<file path="src/rtl/adtd_pkg.sv">
// Shared types, calibration table and fixed-point constants for the
// ADC-to-distance piecewise linear unit. No dependencies.
package adtd_pkg;

  localparam int SAMPLE_W    = 12;
  localparam int DIST_W      = 10;
  localparam int TDATA_W     = 16;
  localparam int TABLE_SLOTS = 16;
  localparam int OFFS_W      = 10;
  localparam int Q_W         = 8;
  localparam int A_W         = 30;
  localparam int B_W         = 29;
  localparam int RECIP_SH    = 29;
  localparam int PROD_W      = 41;
  localparam int CFG_IDX_W   = 1;

  typedef logic [SAMPLE_W-1:0] sample_t;
  typedef logic [DIST_W-1:0]   dist_t;
  typedef logic [Q_W-1:0]      quot_t;

  typedef enum logic [CFG_IDX_W-1:0] {
    REG_MIN_DISTANCE = 1'b0,
    REG_MAX_DISTANCE = 1'b1
  } cfg_reg_t;

  localparam dist_t MIN_DIST_RST = 10'd64;
  localparam dist_t MAX_DIST_RST = 10'd800;

  localparam sample_t CAL_CODE [TABLE_SLOTS] = '{
    12'd2730, 12'd2631, 12'd2482, 12'd2196, 12'd1923, 12'd1688, 12'd1241, 12'd931,
    12'd335,  12'd335,  12'd335,  12'd335,  12'd335,  12'd335,  12'd335,  12'd335
  };

  localparam dist_t CAL_DIST [TABLE_SLOTS] = '{
    10'd64,  10'd96,  10'd160, 10'd240, 10'd320, 10'd400, 10'd480, 10'd640,
    10'd800, 10'd800, 10'd800, 10'd800, 10'd800, 10'd800, 10'd800, 10'd800
  };

  // Selected segment: offset below the upper code, scaled slope and
  // rounding term (both pre-multiplied by the reciprocal), base distance
  typedef struct packed {
    logic [OFFS_W-1:0] offs;
    logic [A_W-1:0]    a;
    logic [B_W-1:0]    b;
    dist_t             dh;
  } seg_t;

endpackage

</file>
<file path="src/rtl/adtd_seg_sel.sv">
// Segment search for the ADC-to-distance unit: parallel range compares
// over the calibration table and selection of the segment constants. Uses adtd_pkg.
module adtd_seg_sel #(
  parameter int CALIB_POINTS = 9
) (
  input  adtd_pkg::sample_t sample,
  output adtd_pkg::seg_t    seg
);
  import adtd_pkg::*;

  localparam int LAST = CALIB_POINTS - 1;
  localparam int SEGS = CALIB_POINTS - 1;

  logic [SEGS-1:0] hit;
  seg_t            seg_tab [SEGS];

  for (genvar g = 0; g < SEGS; g++) begin : g_seg
    localparam int          DEN   = int'(CAL_CODE[g]) - int'(CAL_CODE[g+1]);
    localparam int          SLOPE = int'(CAL_DIST[g+1]) - int'(CAL_DIST[g]);
    localparam int          DIVR  = (DEN == 0) ? 1 : 2 * DEN;
    localparam longint      RECIP = (DEN == 0) ? 0 :
                                    ((longint'(1) << RECIP_SH) + DIVR - 1) / DIVR;
    localparam longint      SEG_A = 2 * SLOPE * RECIP;
    localparam longint      SEG_B = DEN * RECIP;

    assign hit[g]     = (sample <= CAL_CODE[g]) && (sample >= CAL_CODE[g+1]);
    assign seg_tab[g] = '{offs: OFFS_W'(CAL_CODE[g] - sample),
                          a:    A_W'(SEG_A),
                          b:    B_W'(SEG_B),
                          dh:   CAL_DIST[g]};
  end

  always_comb begin
    seg = '{offs: '0, a: '0, b: '0, dh: CAL_DIST[LAST]};
    if (sample >= CAL_CODE[0]) begin
      seg.dh = CAL_DIST[0];
    end else if (sample > CAL_CODE[LAST]) begin
      // first matching segment wins
      for (int i = SEGS - 1; i >= 0; i--) begin
        if (hit[i]) begin
          seg = seg_tab[i];
        end
      end
    end
  end

endmodule

</file>
<file path="src/rtl/adtd_limit.sv">
// Final add and saturation for the ADC-to-distance unit: base distance plus
// interpolated step, raised to the lower limit then lowered to the upper. Uses adtd_pkg.
module adtd_limit (
  input  adtd_pkg::dist_t dh,
  input  adtd_pkg::quot_t q,
  input  adtd_pkg::dist_t min_distance,
  input  adtd_pkg::dist_t max_distance,
  output adtd_pkg::dist_t distance
);
  import adtd_pkg::*;

  logic [DIST_W:0] sum;
  logic [DIST_W:0] low_sat;

  always_comb begin
    sum     = (DIST_W + 1)'(dh) + (DIST_W + 1)'(q);
    low_sat = (sum < (DIST_W + 1)'(min_distance)) ? (DIST_W + 1)'(min_distance) : sum;
    if (low_sat > (DIST_W + 1)'(max_distance)) begin
      distance = max_distance;
    end else begin
      distance = DIST_W'(low_sat);
    end
  end

endmodule

</file>
<file path="src/rtl/adc_to_distance_piecewise_linear_unit.sv">
// Top level of the ADC-to-distance piecewise linear unit: stream ports,
// limit registers and the three-register pipeline. Uses adtd_pkg, adtd_seg_sel, adtd_limit.
//
//   channel  | direction | payload
//   ---------+-----------+-------------------------------------------
//   s_*      | in        | tdata[11:0] adc_sample, rest zero
//   m_*      | out       | tdata[9:0]  distance (1/16 cm), rest zero
//   cfg_*    | in        | index 0 min_distance, 1 max_distance
//
// One sample per cycle sustained while m_tready stays high; a result passes from
// the input register, through segment select and the reciprocal multiply into the middle
// register, then through add and saturation into the output register.
// Reset clears the valid flags and loads the limits to 64 and 800.
// Each register level advances when empty or when the level after it moves,
// so s_tready stays high while bubbles remain behind a stalled result.
module adc_to_distance_piecewise_linear_unit #(
  parameter int CALIB_POINTS = 9
) (
  input  logic                                 clk,
  input  logic                                 rst,
  input  logic                                 s_tvalid,
  output logic                                 s_tready,
  input  logic [adtd_pkg::TDATA_W-1:0]         s_tdata,   // [11:0] adc_sample
  output logic                                 m_tvalid,
  input  logic                                 m_tready,
  output logic [adtd_pkg::TDATA_W-1:0]         m_tdata,   // [9:0] distance
  input  logic                                 cfg_wen,
  input  logic [adtd_pkg::CFG_IDX_W-1:0]       cfg_index,
  input  logic [adtd_pkg::DIST_W-1:0]          cfg_wdata
);
  import adtd_pkg::*;

  dist_t   min_distance;
  dist_t   max_distance;

  logic    in_valid;
  sample_t in_sample;
  logic    mid_valid;
  quot_t   mid_q;
  dist_t   mid_dh;
  logic    out_valid;
  dist_t   out_dist;

  logic    in_rdy;
  logic    mid_rdy;
  logic    out_rdy;

  seg_t              seg;
  logic [PROD_W-1:0] prod;
  quot_t             q_next;
  dist_t             dist_next;

  assign out_rdy  = !out_valid || m_tready;
  assign mid_rdy  = !mid_valid || out_rdy;
  assign in_rdy   = !in_valid || mid_rdy;
  assign s_tready = in_rdy;

  assign m_tvalid = out_valid;
  assign m_tdata  = TDATA_W'(out_dist);

  always_ff @(posedge clk) begin
    if (rst) begin
      min_distance <= MIN_DIST_RST;
      max_distance <= MAX_DIST_RST;
    end else if (cfg_wen) begin
      case (cfg_reg_t'(cfg_index))
        REG_MIN_DISTANCE: min_distance <= cfg_wdata;
        REG_MAX_DISTANCE: max_distance <= cfg_wdata;
        default: ;
      endcase
    end
  end

  adtd_seg_sel #(
    .CALIB_POINTS(CALIB_POINTS)
  ) u_seg_sel (
    .sample(in_sample),
    .seg   (seg)
  );

  always_comb begin
    prod   = PROD_W'(seg.offs) * PROD_W'(seg.a) + PROD_W'(seg.b);
    q_next = prod[RECIP_SH +: Q_W];
  end

  adtd_limit u_limit (
    .dh          (mid_dh),
    .q           (mid_q),
    .min_distance(min_distance),
    .max_distance(max_distance),
    .distance    (dist_next)
  );

  always_ff @(posedge clk) begin
    if (rst) begin
      in_valid  <= 1'b0;
      mid_valid <= 1'b0;
      out_valid <= 1'b0;
    end else begin
      if (in_rdy) begin
        in_valid <= s_tvalid;
      end
      if (mid_rdy) begin
        mid_valid <= in_valid;
      end
      if (out_rdy) begin
        out_valid <= mid_valid;
      end
    end
  end

  always_ff @(posedge clk) begin
    if (in_rdy && s_tvalid) begin
      in_sample <= s_tdata[SAMPLE_W-1:0];
    end
    if (mid_rdy && in_valid) begin
      mid_q  <= q_next;
      mid_dh <= seg.dh;
    end
    if (out_rdy && mid_valid) begin
      out_dist <= dist_next;
    end
  end

endmodule

</file>
<file path="config.mk">
export PLATFORM = sky130hd
export DESIGN_NAME = adc_to_distance_piecewise_linear_unit
export DESIGN_NICKNAME = d
export VERILOG_FILES = /design/src/rtl/adtd_pkg.sv /design/src/rtl/adtd_seg_sel.sv /design/src/rtl/adtd_limit.sv /design/src/rtl/adc_to_distance_piecewise_linear_unit.sv
export SDC_FILE = /design/constraint.sdc
export NUM_CORES = 1
export LEC_CHECK = 0
export BUFFER_PORTS_ARGS = -buffer_cell sky130_fd_sc_hd__buf_4
export CAP_MARGIN = 20
export CORE_MARGIN = 2
export CORE_UTILIZATION = 50
export CTS_CLUSTER_DIAMETER = 30
export DETAILED_ROUTE_END_ITERATION = 7
export PLACE_DENSITY = 0.77
export REMOVE_ABC_BUFFERS = 1
export SYNTH_ARGS = -nofsm -noshare
export SYNTH_HDL_FRONTEND = slang
export SYNTH_HIERARCHICAL = 1
export SYNTH_SLANG_ARGS = --single-unit
</file>
<file path="constraint.sdc">
create_clock -name clk -period 10.4 [get_ports clk]
set_input_delay 2.08 -clock clk [delete_from_list [all_inputs] [get_ports clk]]
set_output_delay 2.08 -clock clk [all_outputs]
set_load 0.02 [all_outputs]
</file>
==> results of run 1 <==
==> metrics by stage <==
| stage | setup WS (ps) | cells | util (%) |
|---|---|---|---|
| after global routing | 728 | 2350 | 53.7 |
| after CTS | 1170 | 2349 | 53.6 |
| after detailed placement | 1220 | 2333 | 52.7 |
| after global placement | 1270 | 2333 | 52.7 |
| final | 1010 | 2350 | 53.7 |
| after floorplan | 561 | 1846 | - |
==> worst max path at each step <==
| stage | slack, ps | to | start |
|---|---|---|---|
| after floorplan | 560 | mid_q[4]$_DFFE_PP_ | in_sample[3]$_DFFE_PP_ |
| after global placement | 1270 | mid_q[5]$_DFFE_PP_ | in_sample[2]$_DFFE_PP_ |
| after detailed placement | 1220 | mid_q[5]$_DFFE_PP_ | in_sample[2]$_DFFE_PP_ |
| after CTS | 1170 | mid_q[5]$_DFFE_PP_ | in_sample[2]$_DFFE_PP_ |
| after global routing | 730 | mid_q[4]$_DFFE_PP_ | in_sample[4]$_DFFE_PP_ |
| final | 1010 | mid_q[5]$_DFFE_PP_ | in_sample[2]$_DFFE_PP_ |
==> final cells by class <==
type,instances,area share [%]
clock buffer,10,1.35
clock inverter,6,0.355
inverter,362,8.02
multi-input combinational,1421,73.6
sequential,63,9.81
tap,402,2.97
timing repair buffer,86,3.86
==> registers in the layout, summed over array words and instances (netlist names) <==
| name | flops |
|---|---|
| min_distance | 10 |
| mid_dh | 10 |
| mid_q | 8 |
| max_distance | 10 |
| m_tvalid | 1 |
| in_valid | 1 |
| in_sample | 12 |
| mid_valid | 1 |
| out_dist | 10 |
==> placed cells by master (no fill, tap or decap), types with 12 or more instances in the layout <==
cell type and n:
inv_1 358, nand2_1 293, fa_1 249, and2_1 116
ha_1 106, a21oi_1 101, buf_4 85, nor2_1 73
o21ai_0 62, edfxtp_1 40, xnor2_1 35, nor3_1 34
conb_1 34, nand3_1 23, dfxtp_1 23, a31oi_1 19
nand4_1 13, a211oi_1 13, o21a_1 13, nor2b_1 12
a211o_1 12
==> logic make-up after synthesis <==
kind of cell | Yosys count
AOI/OAI and AO/OA | 352
xor gates and xnor gates | 38
adders and majority gates | 355
buffers and inverters | 507
DFF | 63
muxes | 21
other | 2
and+or+nand+nor | 621
==> worst register-to-register path, cell delays in order (launching register included) <==
cell	delay [ps]
edfxtp_1	610
inv_1	360
ha_1	430
or4b_4	570
a211o_1	420
or2_0	490
o21ai_2	260
o221ai_1	170
o221a_1	300
a21oi_4	480
buf_4	390
nand2_1	140
fa_1	580
inv_1	70
fa_1	490
inv_1	50
fa_1	470
fa_1	530
fa_1	550
inv_1	40
ha_1	360
a21oi_1	330
inv_1	80
a41oi_1	160
o31ai_1	150
or4b_1	480
and3_1	170
==> per-layer routing <==
layer	global-route usage (%)	up-vias	share of wire, %
li1	-	6184	-
met5	0	-	0
met2	48.1	601	49
met4	8.19	0	2.7
met3	2.46	87	7.1
met1	36.9	6830	41
==> results by group, run 1 <==
Synthesis
  – Ranking of synthesized cells by area: fa_1, inv_1, ha_1, edfxtp_1, nand2_1
  – Mux cell area share after synthesis: 1.55%
  – Synth top area share: 31.1%
  – Synthesized flop and latch total: 63
  – Netlist cell types: 97
  – Most common cell in the netlist: inv_1
  – Cells after Synth: 1959
  – Yosys Warn Count: 6
  – Main combinational cell family by area after synthesis: adder cells
  – Most used flip-flop cell after synthesis: edfxtp_1
  – Synth Area in Adders: 39.4%
  – Average cell area after synthesis: 8.17 um^2
  – Post-Synth Simple-Gate Area: 18.6%
  – Synth area leader: fa_1
  – Synth Area in Compound Gates: 14.9%
  – Post-synth top cells: inv_1, nand2_1, fa_1
  – FFs w/ async S/R, synth: 0%
  – XOR/XNOR share of the synthesized area: 2.08%
  – Number of synthesized flops with an enable pin: 40
  – Synth Cell Area: 16000 um^2
  – Sequential share of the synthesized area: 10.4%

CTS
  – Sink Count: 63
  – Worst-path clk slew: 60 ps
  – Clock Latency Late Sink: 330 ps
  – CTS Buffer Depth: 2
  – H-tree levels: 3
  – CTS tree: done
  – Postcts setup bufs: 0
  – Post-CTS resize count: 0
  – Root Driver: clkbuf_16
  – TritonCTS buffer count: 9
  – Hold_buf cts: 0

STA
  – Pins Over Slew Limit: 0
  – Worst clock skew: 7.52 ps
  – Worst-Margin Slew: 1100 ps
  – RSZ-0062 raised after global routing: no
  – Slew margin rel.: 26.5%
  – Post-route minimum period: 9390 ps
  – Worst hold margin: 478 ps
  – Tcrit/Tclk final: 90.3%
  – Hold Violations, Final: 0
  – Final setup viols: 0
  – Max frequency: 0.106 GHz
  – Fin Setup TNS: 0 ps

Worst hold path
  – Worst hold path depth: 2
  – Hold Path Sink: min_distance[3]$_SDFFE_PP0P_
  – Hold path start: min_distance[3]$_SDFFE_PP0P_
  – Worst min path class: reg2reg

Finish
  – Area growth from synthesis to layout: 5.75%
  – Area of the multi-input gates: 12500 um^2
  – Post-route cell area: 16900 um^2
  – Fillers: 2977
  – Share of post-route cells with drive strength above 1: 8.21%
  – FF/Latch Area: 1660 um^2
  – Layout Nets: 2330
  – # diodes: 0

Critical path
  – Startpoint types: flip-flop
  – Buf/Inv on CP: 6
  – Worst Path Required: 10480 ps
  – CP max stage delay: 610 ps
  – R2r setup slk: 1010 ps
  – Critical-path top delay cell: edfxtp_1
  – Delay-heaviest family, CP: adder cells
  – Levels on crit path: 26
  – Crit path capture type: flip-flop
  – Worst reg2reg startpoint: in_sample[2]$_DFFE_PP_
  – Critical Path AT: 9480 ps
  – Reg2reg path depth: 26
  – Critical path type: reg2reg
  – FF-to-FF End: mid_q[5]$_DFFE_PP_
  – CP max FO: 16

Die
  – Core footprint: 31600 um^2
  – Die Span Y: 183 um
  – Die area: 33500 um^2
  – Row Count: 65
  – Num ports: 50
  – Die width: 183 um
  – Starting density of the core: 50.7%

Job
  – Maxcap violations: 0

Drt
  – DR WL/cell: 19.1 um
  – Vias per std cell: 5.83
  – DR vias: 13702
  – DRC: 0
  – DRT iter0 DRCs: 1181
  – DR pass1 iterations: 6
  – Antenna-violating nets left: 0
  – Final wirelength: 44900 um

Place
  – Port bufs: 39
  – Area post-placement: 16600 um^2
  – HPWL after DPL: 34300 um
  – Placer Congestion: 0.977

Global routing
  – Total Routing Usage GR: 27.7%
  – Global-route wire length before repair: 73700 um
  – Initial antenna violation count: 0
  – Congestion Overflow GR: 0
  – Vias in the first global route: 14295
  – Pin count of the biggest net entering global routing: 32

Run status
  – Status: finished, final reports clean
Power of run 1 is left out: the tool's default activity adds up to more than one toggle a clock period on the data nets, which glitch-free logic cannot reach.
==> inputs of run 2 (changes only) <==
Settings changed: CORE_UTILIZATION 50 to 30, PLACE_DENSITY 0.77 to 0.55.
==> run 2 against run 1 <==
  * Maximum frequency down 1.1%
  * Via count down 1.8%
  * Register-to-register slack worse by 100 ps
  * Setup slack worse by 100 ps
  * Routed wire length up 4.1%
  * Final cell count up 12%
  * Hold slack worse by 12 ps
  * Sequential cell count unchanged
  * Critical path type unchanged
  * Utilization down 21 points
  * Critical path depth unchanged
  * Clock skew up 0.54 ps
  * Clock-buffer cell count up 1
==> results by group, run 2 (synthesis gave the netlist of run 1 again) <==
Job
  – Maxcap violations: 0

STA
  – Pins Over Slew Limit: 0
  – Post-route minimum period: 9500 ps
  – Worst-Margin Slew: 1130 ps
  – RSZ-0062 raised after global routing: no
  – Max frequency: 0.105 GHz
  – Worst clock skew: 8.05 ps
  – Fin Setup TNS: 0 ps
  – Tcrit/Tclk final: 91.3%
  – Final setup viols: 0
  – Hold Violations, Final: 0
  – Slew margin rel.: 24.6%

CTS
  – Hold_buf cts: 0
  – CTS Buffer Depth: 2
  – Post-CTS resize count: 0
  – Root Driver: clkbuf_16
  – TritonCTS buffer count: 9
  – Worst-path clk slew: 60 ps
  – H-tree levels: 3
  – CTS tree: done
  – Postcts setup bufs: 0
  – Clock Latency Late Sink: 330 ps
  – Sink Count: 63

Global routing
  – Vias in the first global route: 14165
  – Congestion Overflow GR: 0
  – Pin count of the biggest net entering global routing: 31
  – Global-route wire length before repair: 77800 um
  – Total Routing Usage GR: 17.2%
  – Initial antenna violation count: 0

Place
  – Placer Congestion: 0.933
  – HPWL after DPL: 35800 um
  – Port bufs: 39
  – Placed cells: 2618

Finish
  – Layout Nets: 2329
  – Most common cell after layout, fill and taps aside: inv_1
  – Share of post-route cells with drive strength above 1: 8.42%
  – # diodes: 0
  – Max reg flops: 12
  – Largest register by flop count: in_sample
  – Area growth from synthesis to layout: 8.42%
  – Most frequent cells in the layout: inv_1, nand2_1, fa_1
  – Finished Layout Cells: 2635

Drt
  – DR pass1 iterations: 7
  – DRT iter0 DRCs: 981
  – DRC: 0
  – DR WL/cell: 17.7 um
  – Final wirelength: 46700 um
  – Antenna-violating nets left: 0
  – DR vias: 13451
  – Vias per std cell: 5.10

Die
  – Row Count: 84
  – Die area: 55200 um^2
  – Die Span Y: 235 um
  – Die width: 235 um
  – Num ports: 50
  – Starting density of the core: 30.4%
  – Core footprint: 52700 um^2

Critical path
  – Startpoint types: flip-flop
  – Crit path capture type: flip-flop
  – Critical path type: reg2reg
  – CP max FO: 30
  – Worst Path Required: 10460 ps
  – Critical Path AT: 9560 ps

Worst hold path
  – Worst min path class: reg2reg

Run status
  – Status: finished, final reports clean
## run 2: final cells by class
cell class                      instances  area [um^2]
Clock buffer                           11          264
Clock inverter                          5         60.1
Fill cell                            5545        35300
Inverter                              362         1360
Multi-Input combinational cell       1421        12500
Sequential cell                        63         1660
Tap cell                              688          861
Timing Repair Buffer                   85          651
## run 2: critical path: stages, from the launching register on
cell	delay, ps
edfxtp_1	670
inv_1	330
ha_1	400
and3b_1	260
a221oi_1	660
or2_0	660
a21oi_1	90
a211oi_1	430
o2111ai_1	260
a31oi_2	220
buf_4	410
nand2_1	140
fa_1	560
inv_1	50
fa_1	480
fa_1	560
fa_1	550
inv_1	60
fa_1	530
inv_1	50
ha_1	340
a211oi_2	220
nor2_1	120
a2111oi_4	380
o21ai_2	130
a2111oi_2	360
and4b_1	280
## run 2: per-layer routing
| metal | share of wire (%) | GRT usage (%) | routed length, um |
|---|---|---|---|
| met1 | 46 | 24.2 | 21400 |
| met2 | 48 | 28.9 | 22200 |
| met3 | 5.5 | 1.73 | 2590 |
| met4 | 1.1 | 3.13 | 518 |
| met5 | 0 | 0 | 0 |
## run 2: metrics by stage
| step | setup WS [ps] | hold WS [ps] | instance area, um^2 | util (%) |
|---|---|---|---|---|
| after global placement | 1100 | 455 | 17000 | 32.3 |
| after CTS | 1080 | 464 | 17400 | 33.0 |
| after global routing | 527 | 489 | 17400 | 33.0 |
| final | 905 | 466 | 17400 | 33.0 |
| after detailed placement | 1120 | 454 | 17000 | 32.3 |
| after floorplan | 561 | 430 | 15400 | - |
## run 2: worst paths after layout
kind	start	to	slack (ps)	cells past startpoint
min	min_distance[1]$_SDFFE_PP0P_	min_distance[1]$_SDFFE_PP0P_	470	2
min reg2reg	min_distance[1]$_SDFFE_PP0P_	min_distance[1]$_SDFFE_PP0P_	470	2
max reg2reg	in_sample[2]$_DFFE_PP_	mid_q[4]$_DFFE_PP_	900	26
max	in_sample[2]$_DFFE_PP_	mid_q[4]$_DFFE_PP_	900	26
Power of run 2 is left out for the same reason.
